[src/sv/plpe_pkg.sv]
// Shared constants and register codes for the lidar plane point extractor.
// No dependencies; every other file imports this package.
package plpe_pkg;

   // Parameter defaults
   localparam int MAX_RINGS_DEF   = 128;
   localparam int HALF_WINDOW_DEF = 5;
   localparam int COORD_BITS_DEF  = 18;
   localparam int QUEUE_DEPTH_DEF = 8;
   localparam int OUT_DEPTH_DEF   = 8;

   // Configuration register widths
   localparam int RING_CNT_W  = 8;
   localparam int RANGE_SQ_W  = 36;
   localparam int THRESHOLD_W = 48;
   localparam int REFL_W      = 8;
   localparam int RING_ID_W   = 8;

   // Register reset values
   localparam logic [RING_CNT_W-1:0]  RING_COUNT_RST = RING_CNT_W'(16);
   localparam logic [RANGE_SQ_W-1:0]  MIN_RANGE_RST  = RANGE_SQ_W'(250000);
   localparam logic [RANGE_SQ_W-1:0]  MAX_RANGE_RST  = RANGE_SQ_W'(400000000);
   localparam logic [THRESHOLD_W-1:0] THRESHOLD_RST  = THRESHOLD_W'(100000);

   // APB port geometry: 64-bit registers at 8-byte strides
   localparam int CSR_DATA_W = 64;
   localparam int CSR_ADDR_W = 5;

   typedef enum logic [1:0] {
      REG_RING_COUNT = 2'd0,
      REG_MIN_RANGE  = 2'd1,
      REG_MAX_RANGE  = 2'd2,
      REG_PLANE_THR  = 2'd3
   } csr_reg_type;

endpackage

[src/sv/plpe_fifo.sv]
// Small flop-based FIFO used for the classified-point queue and the result buffer.
// Depends on plpe_pkg (import only); DEPTH must be a power of two.
module plpe_fifo import plpe_pkg::*; #(
   parameter int WIDTH = 8,
   parameter int DEPTH = QUEUE_DEPTH_DEF,
   localparam int PTR_W = $clog2(DEPTH),
   localparam int CNT_W = $clog2(DEPTH + 1)
) (
   input  logic             clock,
   input  logic             reset,
   input  logic             push,
   input  logic [WIDTH-1:0] push_data,
   input  logic             pop,
   output logic             out_valid,
   output logic [WIDTH-1:0] out_data,
   output logic [CNT_W-1:0] count
);

   logic [WIDTH-1:0] mem_ff [DEPTH];
   logic [PTR_W-1:0] wr_ptr_ff, wr_ptr_in;
   logic [PTR_W-1:0] rd_ptr_ff, rd_ptr_in;
   logic [CNT_W-1:0] count_ff, count_in;

   // pointer and count update
   always_comb begin
      wr_ptr_in = push ? wr_ptr_ff + PTR_W'(1) : wr_ptr_ff;
      rd_ptr_in = pop  ? rd_ptr_ff + PTR_W'(1) : rd_ptr_ff;
      count_in  = count_ff + CNT_W'(push) - CNT_W'(pop);
   end

   always_ff @(posedge clock) begin
      if (reset) begin
         wr_ptr_ff <= '0;
         rd_ptr_ff <= '0;
         count_ff  <= '0;
      end else begin
         wr_ptr_ff <= wr_ptr_in;
         rd_ptr_ff <= rd_ptr_in;
         count_ff  <= count_in;
      end
   end

   // storage, no reset needed
   always_ff @(posedge clock) begin
      if (push) begin
         mem_ff[wr_ptr_ff] <= push_data;
      end
   end

   assign out_valid = (count_ff != '0);
   assign out_data  = mem_ff[rd_ptr_ff];
   assign count     = count_ff;

   // upstream credit logic must never overrun or underrun the buffer
   a_no_overflow: assert property (@(posedge clock) disable iff (reset)
      push |-> (count_ff < CNT_W'(DEPTH)))
      else $error("fifo push while full");
   a_no_underflow: assert property (@(posedge clock) disable iff (reset)
      pop |-> (count_ff != '0))
      else $error("fifo pop while empty");
   a_ptr_track: assert property (@(posedge clock) disable iff (reset)
      (wr_ptr_ff - rd_ptr_ff) == PTR_W'(count_ff))
      else $error("fifo pointers disagree with count");

endmodule

[config.mk]
export PLATFORM = sky130hd
export DESIGN_NAME = plpe_fifo
export DESIGN_NICKNAME = d
export VERILOG_FILES = /design/src/sv/plpe_pkg.sv /design/src/sv/plpe_fifo.sv
export SDC_FILE = /design/constraint.sdc
export NUM_CORES = 1
export LEC_CHECK = 0
export ABC_CLOCK_PERIOD_IN_PS = 2300
export BUFFER_PORTS_ARGS = -buffer_cell sky130_fd_sc_hd__buf_2
export CAP_MARGIN = 20
export CORE_AREA = 2 2 95 74
export DETAILED_ROUTE_END_ITERATION = 10
export DIE_AREA = 0 0 97 76
export GPL_ROUTABILITY_DRIVEN = 0
export HOLD_SLACK_MARGIN = 0.06
export PLACE_DENSITY = 0.71
export SYNTH_ARGS = -nofsm -noshare
export SYNTH_HDL_FRONTEND = slang
export SYNTH_SLANG_ARGS = --single-unit
[constraint.sdc]
create_clock -name clock -period 2.3 [get_ports clock]
set_input_delay 0.345 -clock clock [delete_from_list [all_inputs] [get_ports clock]]
set_output_delay 0.345 -clock clock [all_outputs]
set_load 0.01 [all_outputs]
==> results of run 1 <==
-- area by class of cell --
cell class	count	area (µm²)	area share [%]
tap	84	105	2.96
clock buffer	9	124	3.48
timing repair buffer	34	208	5.84
sequential	77	2180	61.4
clock inverter	6	87.6	2.46
inverter	7	26.3	0.739
multi-input combinational	71	823	23.2
-- logic make-up after synthesis --
logic type / synth area share (%)
DFF: 70.9
AOI/OAI and AO/OA: 0.610
muxes: 17.1
xor gates and xnor gates: 1.42
and+or+nand+nor: 4.10
buffers and inverters: 2.40
adders and majority gates: 3.49
-- through the flow --
stage | setup slack [ps] | instances
floorplan | 574 | 161
global placement | 465 | 273
detailed placement | 444 | 273
CTS | 71.5 | 288
global route | 33.5 | 288
finish | 95.7 | 288
-- routing by layer --
metal	part of all wire, %	track usage, %
met1	46	19.7
met2	49	21.6
met4	2.2	7.18
met5	0	0
met3	2.5	3.21
-- sequential cells by signal, indices dropped and copies added (netlist names), named ones only --
signal / count
mem_ff: 64
count: 4
rd_ptr_ff: 3
wr_ptr_ff: 3
-- path summary, 6_finish.rpt --
check	slack [ps]	cells after the start	endpoint
max	100	4	out_data[1]
min	270	1	mem_ff[4][7]
max reg2reg	700	8	count[2]
min reg2reg	540	2	rd_ptr_ff[2]
-- synthesized netlist by cell type --
library cell | instances | area, µm²
edfxtp_1 | 64 | 1920
nor2_1 | 16 | 60.1
mux4_1 | 15 | 394
dfxtp_1 | 13 | 260
mux2_2 | 8 | 90.1
ha_1 | 7 | 87.6
inv_1 | 7 | 26.3
nand2_1 | 4 | 15.0
nand2b_1 | 4 | 25.0
xor2_1 | 3 | 26.3
a21oi_1 | 2 | 10.0
clkbuf_1 | 2 | 7.51
mux2i_1 | 2 | 20.0
nand3_1 | 2 | 10.0
nor3_1 | 2 | 10.0
xnor2_1 | 2 | 17.5
a31o_2 | 1 | 8.76
buf_1 | 1 | 3.75
buf_12 | 1 | 20.0
buf_2 | 1 | 5.00
buf_6 | 1 | 11.3
fa_1 | 1 | 20.0
mux4_2 | 1 | 22.5
nor2b_1 | 1 | 6.26
-- power by group through the flow --
stage / logic [mW] / clock network (mW) / registers [mW]
global placement: 0.394 / 0 / 1.64
global route: 0.459 / 1.17 / 1.62
floorplan: 0.271 / 0 / 1.64
detailed placement: 0.409 / 0 / 1.64
CTS: 0.411 / 1.11 / 1.61
finish: 0.405 / 1.09 / 1.61
==> results.md, run 1 <==
* Placed wire-length estimate at 3120 µm
* CP delay by family, top: multiplexers
* Period utilization at 95.8%
* Peak VDD IR at 0.398 mV
* RR Startpoint: count[0]
* Worst Hold Class: in2reg
* Outcome: finished clean
* Clk root buf: clkbuf_8
* RSZ-0062 raised after global routing: no
* Layout area overhead at 15.5%
* Drt total wl at 4940 µm
* Clock power share at 35.1%
* Achievable Freq at 454 MHz
* Setup bufs post-CTS at 0
* Drt via density at 5.17
* Worst path cell trace: buf_12 > mux4_1 > mux2_2 > buf_2
* CTS buffer count at 9
* Min Tclk post-route at 2200 ps
* Finished Cell Area at 3560 µm²
* Int Pwr at 2.38 mW
* CP max stage cell: mux4_1
* Switch Pwr at 726 µW
* Pleak at 1.28 nW
* Setup TNS at 0 ps
* Worst-path clk slew at 80 ps
* DR DRC count at 0
* # resized after CTS at 0
* Most common cell after layout, fill and taps aside: edfxtp_1
* Placed Area at 3340 µm²
* Post-synthesis sequential area ratio at 70.9%
* Yosys reg bits at 77
* Slew headroom at 67.7%
* Crit Path Category: reg2out
* # setup viols final at 0
* Total power draw at 3.11 mW
* Clk_lat worst skew at 340 ps
* Io pins at 25
* Post-DR wirelength/cell at 17.1 µm
* Sw Share at 23.4%
* CP max FO at 16
* Post-route ant nets at 0
* Core Area at 6540 µm²
* Width of the die at 97 µm
* Origin of the worst min-delay path: push_data[7]
* Avg Inst Size Synth at 19.1 µm²
* Antenna Cells at 0
* Die ar. at 7370 µm²
* Fillers at 510
* Synth Net Count at 181
* First-pass GRT wire length at 7750 µm
* Most frequent cells in the layout: edfxtp_1, buf_2, nor2_1, mux4_1, dfxtp_1
* WHS at 274 ps
* Sequential share of power at 51.9%
* GRT overflow at 0
* Post-Synthesis Cells at 161
* CP startpoint kind: flip-flop
* Initial DRC Count at 74
* Starting Density at 47.1%
* Worst Clk Skew at 7.13 ps
* Crit. End Element: output port
* H-tree levels at 3
* DIE HEIGHT at 76 µm
* Critical path required time at 1960 ps
* Total Routing Usage GR at 14.3%
* Bufs and invs on worst path at 2
* Fin util at 54.4%
* # clock sinks at 77
* Via count of the first global-routing pass at 1,462
* YS warnings at 0
* Pwr/cell area at 874 nW/µm²
* Gate power share at 13.1%
* Share of layout cells above drive strength 1 at 28.9%
* Fin. max-slew vios at 0
* PortBufs at 24
* Critical Path AT at 1860 ps
* Pin count of the biggest net entering global routing at 17
* Nets@finish at 220
* Detailed Routing Iterations Pass 1 at 5
* Row count at 26
* Post-synthesis cell area at 3080 µm²
* DR vias at 1,489
* CTS tree: built
* Yosys cell types at 24
* Initial antenna violation count at 0
* Final-report hold violation count at 0
* Worst slew pin tran at 483 ps
* Hold_buf cts at 0
* CTS Buffer Depth at 2
* Max incr delay on CP at 570 ps
* Max_cap viols at 0
No activity file was read; power rests on OpenSTA's default activity.
==> run 2, diff against run 1 <==
--- a/config.mk
+++ b/config.mk
@@ -5,10 +5,11 @@
 export SDC_FILE = /design/constraint.sdc
 export NUM_CORES = 1
 export LEC_CHECK = 0
-export ABC_CLOCK_PERIOD_IN_PS = 2300
+export ABC_CLOCK_PERIOD_IN_PS = 2600
 export BUFFER_PORTS_ARGS = -buffer_cell sky130_fd_sc_hd__buf_2
 export CAP_MARGIN = 20
 export CORE_AREA = 2 2 95 74
+export CTS_CLUSTER_DIAMETER = 80
 export DETAILED_ROUTE_END_ITERATION = 10
 export DIE_AREA = 0 0 97 76
 export GPL_ROUTABILITY_DRIVEN = 0
==> constraint.sdc (replaced) <==
create_clock -name clock -period 2.6 [get_ports clock]
set_input_delay 0.39 -clock clock [delete_from_list [all_inputs] [get_ports clock]]
set_output_delay 0.39 -clock clock [all_outputs]
set_load 0.01 [all_outputs]
==> run 2 against run 1 <==
  * Design area increased by 0.14%
  * Highest routed layer unchanged
  * Critical path type unchanged
  * Die area unchanged
  * Sequential cell count unchanged
  * Critical endpoint is now out_data[5]
==> results.md, run 2 (synthesis results as in run 1) <==
* Outcome: finished clean
* Post-route ant nets at 0 (unchanged)
* H-tree levels at 3 (unchanged)
* Total power draw at 2.78 mW (-10%)
* Starting Density at 47.1% (unchanged)
* Detailed Routing Iterations Pass 1 at 4 (-1)
* Pin count of the biggest net entering global routing at 17 (unchanged)
* Slew headroom at 71.0% (+3.3 points)
* Crit. End Element: output port
* Footprint of the multi-input gates at 823 µm² (unchanged)
* Drt total wl at 4820 µm (-2.5%)
* Max_cap viols at 0 (unchanged)
* Gate power share at 12.6% (-0.5 points)
* Switch Pwr at 659 µW (-9.3%)
* Clock power share at 36.2% (+1.1 points)
* Die ar. at 7370 µm² (unchanged)
* Crit Path Category: reg2out
* Achievable Freq at 426 MHz
* Setup TNS at 0 ps (unchanged)
* Clk_lat worst skew at 340 ps (about the same)
* PortBufs at 24 (unchanged)
* Worst Clk Skew at 6.39 ps (-0.743 ps)
* Critical path required time at 2210 ps (+250 ps)
* # clock sinks at 77 (unchanged)
* CTS Buffer Depth at 2 (unchanged)
* First-pass GRT wire length at 7690 µm (-0.80%)
* Fin. max-slew vios at 0 (unchanged)
* Post-DR wirelength/cell at 16.7 µm (-2.8%)
* # setup viols final at 0 (unchanged)
* DIE HEIGHT at 76 µm (unchanged)
* CTS tree: built
* CP max FO at 16 (unchanged)
* Antenna Cells at 0 (unchanged)
* Initial DRC Count at 74 (unchanged)
* Area occupied by registers at 2180 µm² (unchanged)
* Placed wire-length estimate at 3140 µm (+0.76%)
* Pwr/cell area at 781 nW/µm² (-11%)
* Total Routing Usage GR at 14.2% (-0.052 points)
* DR vias at 1,492 (+0.20%)
* Largest register by flop count: mem_ff
* Final-report hold violation count at 0 (unchanged)
* GRT overflow at 0 (unchanged)
* Row count at 26 (unchanged)
* Width of the die at 97 µm (unchanged)
* Int Pwr at 2.12 mW (-11%)
* Peak VDD IR at 0.414 mV (+3.8%)
* Layout area overhead at 15.6%
* Min Tclk post-route at 2350 ps
* Share of layout cells above drive strength 1 at 29.3% (+0.35 points)
* Setup bufs post-CTS at 0 (unchanged)
* Worst Hold Class: in2reg
* Most frequent cells in the layout: edfxtp_1, buf_2, nor2_1, mux4_1, dfxtp_1
* Sw Share at 23.7% (+0.33 points)
* Via count of the first global-routing pass at 1,447 (-1.0%)
* Max reg flops at 64 (unchanged)
* RSZ-0062 raised after global routing: no
* Most common cell after layout, fill and taps aside: edfxtp_1
* Initial antenna violation count at 0 (unchanged)
* Critical Path AT at 1960 ps (+100 ps)
* Nets@finish at 220 (unchanged)
* CP startpoint kind: flip-flop
* Hold_buf cts at 0 (unchanged)
* Worst slew pin tran at 434 ps (-49.4 ps)
* Sequential share of power at 51.2% (-0.7 points)
* Period utilization at 90.2%
* Core Area at 6540 µm² (unchanged)
* Fillers at 514 (+0.78%)
* Clk root buf: clkbuf_8
* # resized after CTS at 0 (unchanged)
* Pleak at 1.28 nW (about the same)
* Io pins at 25 (unchanged)
* Worst-path clk slew at 80 ps (about the same)
* CTS buffer count at 9 (unchanged)
* Drt via density at 5.16 (-0.15%)
* DR DRC count at 0 (unchanged)
==> run 2: through the flow <==
stage	worst slack (ps)	hold WS (ps)	instances	util (%)	area [µm²]
after global placement	642	511	273	51.0	3330
after detailed placement	612	526	273	51.0	3330
after floorplan	829	485	161	-	3080
after CTS	224	292	289	54.5	3560
final	254	315	289	54.5	3560
after global routing	186	298	289	54.5	3560
==> run 2: final timing paths <==
| path | startpoint | to | slack [ps] | depth (start not counted) |
|---|---|---|---|---|
| worst max-delay path | flip-flop | out_data[5] | 250 | 4 |
| worst min-delay path | push_data[6] | mem_ff[4][6] | 320 | 1 |
| worst max register to register | count[0] | count[2] | 1010 | 8 |
| worst min register to register | rd_ptr_ff[2] | rd_ptr_ff[2] | 530 | 2 |
==> run 2: layout make-up <==
type	instances	share of cell area, %
well taps	84	2.95
repair buffers	34	5.48
multi-input cells	71	23.1
clock inverters	7	2.95
flip-flops and latches	77	61.3
clock buffers	9	3.48
inverters	7	0.738
==> run 2: critical path, stage by stage, from the launching register on <==
cell     delay (ps)
dfxtp_1         320
buf_4           270
mux4_1          600
mux2_2          290
buf_2           140
==> run 2: layer usage <==
| metal | part of all wire, % | up-vias | global-route usage [%] |
|---|---|---|---|
| met5 | 0 | - | 0 |
| met1 | 42 | 739 | 17.6 |
| met2 | 51 | 37 | 22.3 |
| li1 | - | 712 | - |
| met4 | 0.91 | 0 | 5.77 |
| met3 | 6.7 | 4 | 6.06 |
==> run 2: power by group through the flow <==
stage / sequential [mW] / clock [mW] / combinational (mW)
after floorplan: 1.45 / 0 / 0.240
after global placement: 1.45 / 0 / 0.345
after detailed placement: 1.45 / 0 / 0.357
after CTS: 1.43 / 1.03 / 0.358
after global routing: 1.43 / 1.09 / 0.399
final: 1.42 / 1.01 / 0.351
