===== src/sv/plpe_pkg.sv =====
// Shared constants and register codes for the lidar plane point extractor.
// No dependencies; every other file imports this package.
package plpe_pkg;

   // Parameter defaults
   localparam int MAX_RINGS_DEF   = 128;
   localparam int HALF_WINDOW_DEF = 5;
   localparam int COORD_BITS_DEF  = 18;
   localparam int QUEUE_DEPTH_DEF = 8;
   localparam int OUT_DEPTH_DEF   = 8;

   // Configuration register widths
   localparam int RING_CNT_W  = 8;
   localparam int RANGE_SQ_W  = 36;
   localparam int THRESHOLD_W = 48;
   localparam int REFL_W      = 8;
   localparam int RING_ID_W   = 8;

   // Register reset values
   localparam logic [RING_CNT_W-1:0]  RING_COUNT_RST = RING_CNT_W'(16);
   localparam logic [RANGE_SQ_W-1:0]  MIN_RANGE_RST  = RANGE_SQ_W'(250000);
   localparam logic [RANGE_SQ_W-1:0]  MAX_RANGE_RST  = RANGE_SQ_W'(400000000);
   localparam logic [THRESHOLD_W-1:0] THRESHOLD_RST  = THRESHOLD_W'(100000);

   // APB port geometry: 64-bit registers at 8-byte strides
   localparam int CSR_DATA_W = 64;
   localparam int CSR_ADDR_W = 5;

   typedef enum logic [1:0] {
      REG_RING_COUNT = 2'd0,
      REG_MIN_RANGE  = 2'd1,
      REG_MAX_RANGE  = 2'd2,
      REG_PLANE_THR  = 2'd3
   } csr_reg_type;

endpackage


===== src/sv/plpe_if.sv =====
// Point (request) and plane point (response) channel interfaces.
// Depends on plpe_pkg for default widths.
interface plpe_req_if import plpe_pkg::*; #(
   parameter int COORD_BITS = COORD_BITS_DEF
) ();
   logic                   valid;
   logic                   ready;
   logic [COORD_BITS-1:0]  pos_x;
   logic [COORD_BITS-1:0]  pos_y;
   logic [COORD_BITS-1:0]  pos_z;
   logic [REFL_W-1:0]      reflect;
   logic [RING_ID_W-1:0]   ring_id;
   logic                   frame_end;

   modport source (output valid, pos_x, pos_y, pos_z, reflect, ring_id, frame_end,
                   input ready);
   modport sink   (input valid, pos_x, pos_y, pos_z, reflect, ring_id, frame_end,
                   output ready);
endinterface



===== src/sv/plpe_front.sv =====
// Front end: registers incoming points, squares the coordinates, range and ring
// checks, then pushes a classified word into the queue. Depends on plpe_pkg.
module plpe_front import plpe_pkg::*; #(
   parameter int COORD_BITS  = COORD_BITS_DEF,
   parameter int MAX_RINGS   = MAX_RINGS_DEF,
   parameter int QUEUE_DEPTH = QUEUE_DEPTH_DEF,
   localparam int RING_W = (MAX_RINGS > 1) ? $clog2(MAX_RINGS) : 1,
   localparam int ITEM_W = 3 * COORD_BITS + REFL_W + RING_W + 2,
   localparam int QCNT_W = $clog2(QUEUE_DEPTH + 1)
) (
   input  logic                   clock,
   input  logic                   reset,
   plpe_req_if.sink               req_if,
   input  logic [RING_CNT_W-1:0]  ring_count,
   input  logic [RANGE_SQ_W-1:0]  min_range_sq,
   input  logic [RANGE_SQ_W-1:0]  max_range_sq,
   input  logic [QCNT_W-1:0]      q_count,
   output logic                   q_push,
   output logic [ITEM_W-1:0]      q_data
);

   localparam int SQ_W  = 2 * COORD_BITS;
   localparam int R2_W  = SQ_W + 2;
   localparam int CMP_W = (R2_W > RANGE_SQ_W) ? R2_W : RANGE_SQ_W;

   typedef struct packed {
      logic [COORD_BITS-1:0] x;
      logic [COORD_BITS-1:0] y;
      logic [COORD_BITS-1:0] z;
      logic [REFL_W-1:0]     refl;
      logic [RING_W-1:0]     ring;
      logic                  keep;
      logic                  fe;
   } item_type;

   // stage 1: raw point
   logic                         f1_v_ff;
   logic signed [COORD_BITS-1:0] f1_x_ff, f1_y_ff, f1_z_ff;
   logic [REFL_W-1:0]            f1_refl_ff;
   logic [RING_ID_W-1:0]         f1_ring_ff;
   logic                         f1_fe_ff;

   // stage 2: squares
   logic                         f2_v_ff;
   logic [COORD_BITS-1:0]        f2_x_ff, f2_y_ff, f2_z_ff;
   logic [REFL_W-1:0]            f2_refl_ff;
   logic [RING_ID_W-1:0]         f2_ring_ff;
   logic                         f2_fe_ff;
   logic [SQ_W-1:0]              f2_sqx_ff, f2_sqy_ff, f2_sqz_ff;

   logic signed [SQ_W-1:0]       sqx_in, sqy_in, sqz_in;
   logic [CMP_W-1:0]             r2;
   logic                         ring_ok, range_ok;
   logic                         accept;
   item_type                     item;

   // credit: queue plus words still in the front stages
   assign req_if.ready = (QCNT_W'(q_count) + QCNT_W'(f1_v_ff) + QCNT_W'(f2_v_ff))
                         < QCNT_W'(QUEUE_DEPTH);
   assign accept = req_if.valid & req_if.ready;

   always_ff @(posedge clock) begin
      if (reset) begin
         f1_v_ff <= 1'b0;
         f2_v_ff <= 1'b0;
      end else begin
         f1_v_ff <= accept;
         f2_v_ff <= f1_v_ff;
      end
   end

   // payload registers
   always_ff @(posedge clock) begin
      f1_x_ff    <= req_if.pos_x;
      f1_y_ff    <= req_if.pos_y;
      f1_z_ff    <= req_if.pos_z;
      f1_refl_ff <= req_if.reflect;
      f1_ring_ff <= req_if.ring_id;
      f1_fe_ff   <= req_if.frame_end;

      f2_x_ff    <= f1_x_ff;
      f2_y_ff    <= f1_y_ff;
      f2_z_ff    <= f1_z_ff;
      f2_refl_ff <= f1_refl_ff;
      f2_ring_ff <= f1_ring_ff;
      f2_fe_ff   <= f1_fe_ff;
      f2_sqx_ff  <= sqx_in;
      f2_sqy_ff  <= sqy_in;
      f2_sqz_ff  <= sqz_in;
   end

   // squared coordinates
   always_comb begin
      sqx_in = f1_x_ff * f1_x_ff;
      sqy_in = f1_y_ff * f1_y_ff;
      sqz_in = f1_z_ff * f1_z_ff;
   end

   // squared range and ring checks
   always_comb begin
      r2 = CMP_W'(f2_sqx_ff) + CMP_W'(f2_sqy_ff) + CMP_W'(f2_sqz_ff);
      range_ok = (r2 >= CMP_W'(min_range_sq)) && (r2 <= CMP_W'(max_range_sq));
      ring_ok  = (f2_ring_ff < ring_count) &&
                 ({1'b0, f2_ring_ff} < (RING_ID_W + 1)'(MAX_RINGS));
      item.x    = f2_x_ff;
      item.y    = f2_y_ff;
      item.z    = f2_z_ff;
      item.refl = f2_refl_ff;
      item.ring = RING_W'(f2_ring_ff);
      item.keep = range_ok & ring_ok;
      item.fe   = f2_fe_ff;
   end

   assign q_push = f2_v_ff;
   assign q_data = item;

endmodule


===== src/flat_wrapper.sv =====
// flat-port wrapper written by rule: the top's interface ports become plain ports
module plpe_front_flat import plpe_pkg::*;
#(
   parameter int COORD_BITS  = COORD_BITS_DEF,
   parameter int MAX_RINGS   = MAX_RINGS_DEF,
   parameter int QUEUE_DEPTH = QUEUE_DEPTH_DEF,
   localparam int RING_W = (MAX_RINGS > 1) ? $clog2(MAX_RINGS) : 1,
   localparam int ITEM_W = 3 * COORD_BITS + REFL_W + RING_W + 2,
   localparam int QCNT_W = $clog2(QUEUE_DEPTH + 1)
)
  (clock, reset, ring_count, min_range_sq, max_range_sq, q_count, q_push, q_data, req_if_valid, req_if_pos_x, req_if_pos_y, req_if_pos_z, req_if_reflect, req_if_ring_id, req_if_frame_end, req_if_ready);
  plpe_req_if #(.COORD_BITS(COORD_BITS)) req_if_i ();
  input  logic clock;
  input  logic reset;
  input  logic [RING_CNT_W-1:0] ring_count;
  input  logic [RANGE_SQ_W-1:0] min_range_sq;
  input  logic [RANGE_SQ_W-1:0] max_range_sq;
  input  logic [QCNT_W-1:0] q_count;
  output logic q_push;
  output logic [ITEM_W-1:0] q_data;
  input wire logic [$bits(req_if_i.valid)-1:0] req_if_valid;
  input wire logic [$bits(req_if_i.pos_x)-1:0] req_if_pos_x;
  input wire logic [$bits(req_if_i.pos_y)-1:0] req_if_pos_y;
  input wire logic [$bits(req_if_i.pos_z)-1:0] req_if_pos_z;
  input wire logic [$bits(req_if_i.reflect)-1:0] req_if_reflect;
  input wire logic [$bits(req_if_i.ring_id)-1:0] req_if_ring_id;
  input wire logic [$bits(req_if_i.frame_end)-1:0] req_if_frame_end;
  output wire logic [$bits(req_if_i.ready)-1:0] req_if_ready;
  assign req_if_i.valid = req_if_valid;
  assign req_if_i.pos_x = req_if_pos_x;
  assign req_if_i.pos_y = req_if_pos_y;
  assign req_if_i.pos_z = req_if_pos_z;
  assign req_if_i.reflect = req_if_reflect;
  assign req_if_i.ring_id = req_if_ring_id;
  assign req_if_i.frame_end = req_if_frame_end;
  assign req_if_ready = req_if_i.ready;
  plpe_front #(.COORD_BITS(COORD_BITS), .MAX_RINGS(MAX_RINGS), .QUEUE_DEPTH(QUEUE_DEPTH)) u_core (.clock(clock), .reset(reset), .req_if(req_if_i), .ring_count(ring_count), .min_range_sq(min_range_sq), .max_range_sq(max_range_sq), .q_count(q_count), .q_push(q_push), .q_data(q_data));
endmodule

===== config.mk =====
export PLATFORM = sky130hd
export DESIGN_NAME = plpe_front_flat
export DESIGN_NICKNAME = d
export VERILOG_FILES = /design/src/sv/plpe_pkg.sv /design/src/sv/plpe_if.sv /design/src/sv/plpe_front.sv /design/src/flat_wrapper.sv
export SDC_FILE = /design/constraint.sdc
export NUM_CORES = 2
export LEC_CHECK = 0
export BUFFER_PORTS_ARGS = -buffer_cell sky130_fd_sc_hd__buf_2
export CAP_MARGIN = 30
export CORE_MARGIN = 4
export CORE_UTILIZATION = 25
export CTS_CLUSTER_DIAMETER = 150
export CTS_CLUSTER_SIZE = 25
export DETAILED_ROUTE_END_ITERATION = 10
export PLACE_DENSITY = 0.46
export SLEW_MARGIN = 15
export SYNTH_ARGS = -nofsm -noshare
export SYNTH_HDL_FRONTEND = slang
export SYNTH_SLANG_ARGS = --single-unit

===== constraint.sdc =====
create_clock -name clock -period 6.8 [get_ports clock]
set_input_delay 0.34 -clock clock [delete_from_list [all_inputs] [get_ports clock]]
set_output_delay 0.34 -clock clock [all_outputs]
set_load 0.05 [all_outputs]

==> impl_results.md <==
* Drt first pass iters at 7
* FMAX at between 100 and 150 MHz
* Initial core utilization at around 25%
* Mapped Nets at 5958
* Core Rows at about 150
* Top cell type's share of synthesized area at 42.1%
* # IOs at about 230
* Mapped Area at 42600 um^2
* Setup Skew at between 0.02 and 0.03 ns
* Synth unique cells at 73
* CP max stage cell: a221o_1
* DP HPWL at just over 100000 um
* Root buf cell: clkbuf_16
* Most frequent cells after synthesis: 1203 x inv_1, 897 x fa_1, 460 x ha_1
* Post-synth EDFFs at 0
* Layout cell share with drive strength beyond 1 at ~12%
* Failing checks: negative setup slack
* Setup Crit Path Kind: flop to output port
* Unrepaired setup endpoints after global routing: yes
* CP Data Arrival Time at roughly 6.8 ns
* Rel. slew slack at around 59%
* Ys async rst share at 0%
* Post-layout min period at 7.17 ns
* Sequential area share after synthesis at 11.6%
* Worst Path Required at 6.46 ns
* Final Instance Area at 50100 um^2
* DIE HEIGHT at approximately 420 um
* Worst Tran Pin Value at between 0.6 and 0.7 ns
* Syn_area_per_cell at ~9.6 um^2
* TritonCTS Buffers at 21
* Die area at about 180000 um^2
* HP Class: input pin to flop
* Synth warn at 0
* Vias/cell at between 4 and 5
* Placed inst area at 48200 um^2
* Clk sinks at between 200 and 250
* Element type at the critical path end: output port
* Filler cells at ~18000
* Vias in the first global route at between 30000 and 40000
* Worst setup SP type: flop
* Outcome: complete, but fails checks
* Fin nets at ~6500
* DRC at 0
* # port buffers at 230
* Via Count at between 20000 and 30000
* Max Slew Vio Count at 0
* First-pass GRT wire length at ~190000 um
* Routability cong. at around 0.84
* Hold Vio Cnt, Final at 0
* Clk Latency, worst-skew pair at approximately 0.63 ns
* Die Span X at 421 um
* Starting DRT DRC Count at 1007
* Synth-to-layout area growth at 17.6%
* Mapped Cells at about 4400
* Core box area at 169000 um^2
* Maximum fanout along the worst path at 3
* Most common cell in the netlist: inv_1
* Yosys top cell by area: fa_1
* Post-route ant nets at 0
* Post-synth top flop: dfxtp_1
* Longest Clk Path Bufs at 3
* Total of max-cap violations at 0
* Tcrit/Tclk final at 105%
* Grt ovf at 0
* Gr usage total at approximately 13%
* Wire length per cell at between 15 and 20 um
* Synth area leaders: fa_1 42%, ha_1 14%, dfxtp_1 12%, inv_1 11%, nand2_1 3.0%
* CTS tree: yes
* Total Routed Length at roughly 120000 um
* CTS H-tree depth at 1
* Most used cell, CP: buf_4
* Final setup vio count at 1
* Final worst slack at -0.369 ns
* CTS clk-pin slew, worst paths at 0.11 ns
* Max incr delay on CP at around 0.40 ns
* Seq cells post-synth at roughly 250
* Largest net degree at the start of global routing at 26
* Initial antenna violation count at 10
registers in the layout, summed over array words and instances, names as in the netlist, 8 cells and up:
signal and flops:
u_core.f2_sqx_ff 34, u_core.f2_sqy_ff 34, u_core.f2_sqz_ff 34, u_core.f1_x_ff 18
u_core.f1_y_ff 18, u_core.f1_z_ff 18, u_core.f2_x_ff 18, u_core.f2_y_ff 18
u_core.f2_z_ff 18, u_core.f1_refl_ff 8, u_core.f1_ring_ff 8, u_core.f2_refl_ff 8
u_core.f2_ring_ff 8
placed cells by master (no fill, tap or decap), types with 21 or more instances in the layout:
cell,count
inv_1,1203
nand3_1,33
clkbuf_16,21
and2_1,185
xnor2_1,130
nor3_1,21
buf_4,247
fa_1,897
nand2b_1,42
nor2_1,133
dfxtp_1,231
a21oi_1,148
o21bai_1,21
dlygate4sd3_1,74
nand4_1,23
o21a_1,35
nand2_1,342
nor2b_1,43
xor2_1,46
ha_1,455
o21ai_0,69
a21o_1,77
buf_2,229
worst max-delay path, delay by kind of cell, from the launching register on:
kind	cells	cell delay, ns
AND/OR/NAND/NOR	4	0.35
XOR/XNOR	2	0.36
flip-flops	1	0.35
buffers and inverters	5	0.85
adder cells (fa/ha/maj)	3	0.88
AO/OA/AOI/OAI	17	3.40
stage by stage:
stage / worst slack [ns] / hold slack [ns] / cells / TNS (ns) / util [%]
finish: -0.369 / 0.329 / 7176 / -0.369 / 29.6
global route: -0.774 / 0.283 / 7173 / -0.774 / 29.6
CTS: -0.438 / 0.241 / 7172 / -0.438 / 29.5
detailed placement: -0.0999 / 0.312 / 7054 / -0.0999 / 28.4
global placement: -0.0679 / 0.310 / 7054 / -0.0679 / 28.4
floorplan: 0.0499 / 0.310 / 4443 / 0 / -
final timing paths:
kind / startpoint / end / slack [ns] / cells past startpoint
worst max-delay path: u_core.f2_sqx_ff[8]$_DFF_P_ / q_data[1] / -0.37 / 31
worst min-delay path: req_if_pos_x[15] / u_core.f1_x_ff[15]$_DFF_P_ / 0.33 / 2
worst max register to register: u_core.f1_y_ff[10]$_DFF_P_ / u_core.f2_sqy_ff[35]$_DFF_P_ / 0.40 / 26
worst min register to register: u_core.f1_refl_ff[4]$_DFF_P_ / u_core.f2_refl_ff[4]$_DFF_P_ / 0.33 / 0
cell type report:
class | instances | area [um^2] | share of cell area [%]
tap | 2218 | 2780 | 5.54
antenna | 4 | 10.0 | 0.0200
sequential | 246 | 4940 | 9.87
multi-input combinational | 2908 | 33100 | 66.0
inverter | 1203 | 4520 | 9.01
clock inverter | 14 | 303 | 0.604
clock buffer | 22 | 529 | 1.06
timing repair buffer | 561 | 3960 | 7.91
what timing repair did:
item                                    CTS  global route
cloned                                    0             0
pin swaps                                43            10
resized for setup                        35            31
buffers inserted                          8             0
endpoints found under the setup margin    1            12
hold buffers                             74             0
hold endpoints to repair                 73             0
cells by family (layout without fill, tap and decap cells):
kind of cell | Yosys count | count (layout) | share of synthesized area [%]
AO/OA/AOI/OAI | 478 | 478 | 7.35
XOR/XNOR | 179 | 179 | 3.68
adder cells (fa/ha/maj) | 1357 | 1357 | 55.6
buffers and inverters | 1289 | 1800 | 11.5
flip-flops | 246 | 246 | 11.6
multiplexers | 5 | 5 | 0.126
other | 0 | 4 | 0
AND/OR/NAND/NOR | 889 | 889 | 10.2
layer usage:
layer | track usage (%) | wire, um | vias up | part of all wire (%)
li1 | - | - | 14370 | -
met1 | 16.8 | 48600 | 14898 | 42
met2 | 25.1 | 61100 | 325 | 53
met3 | 1.26 | 2840 | 93 | 2.5
met4 | 3.01 | 2970 | 2 | 2.6
met5 | 0 | 7 | - | 0.0061
Power is not shown: default switching activity piles up to over one toggle a cycle in this logic, so the estimate is an artifact.
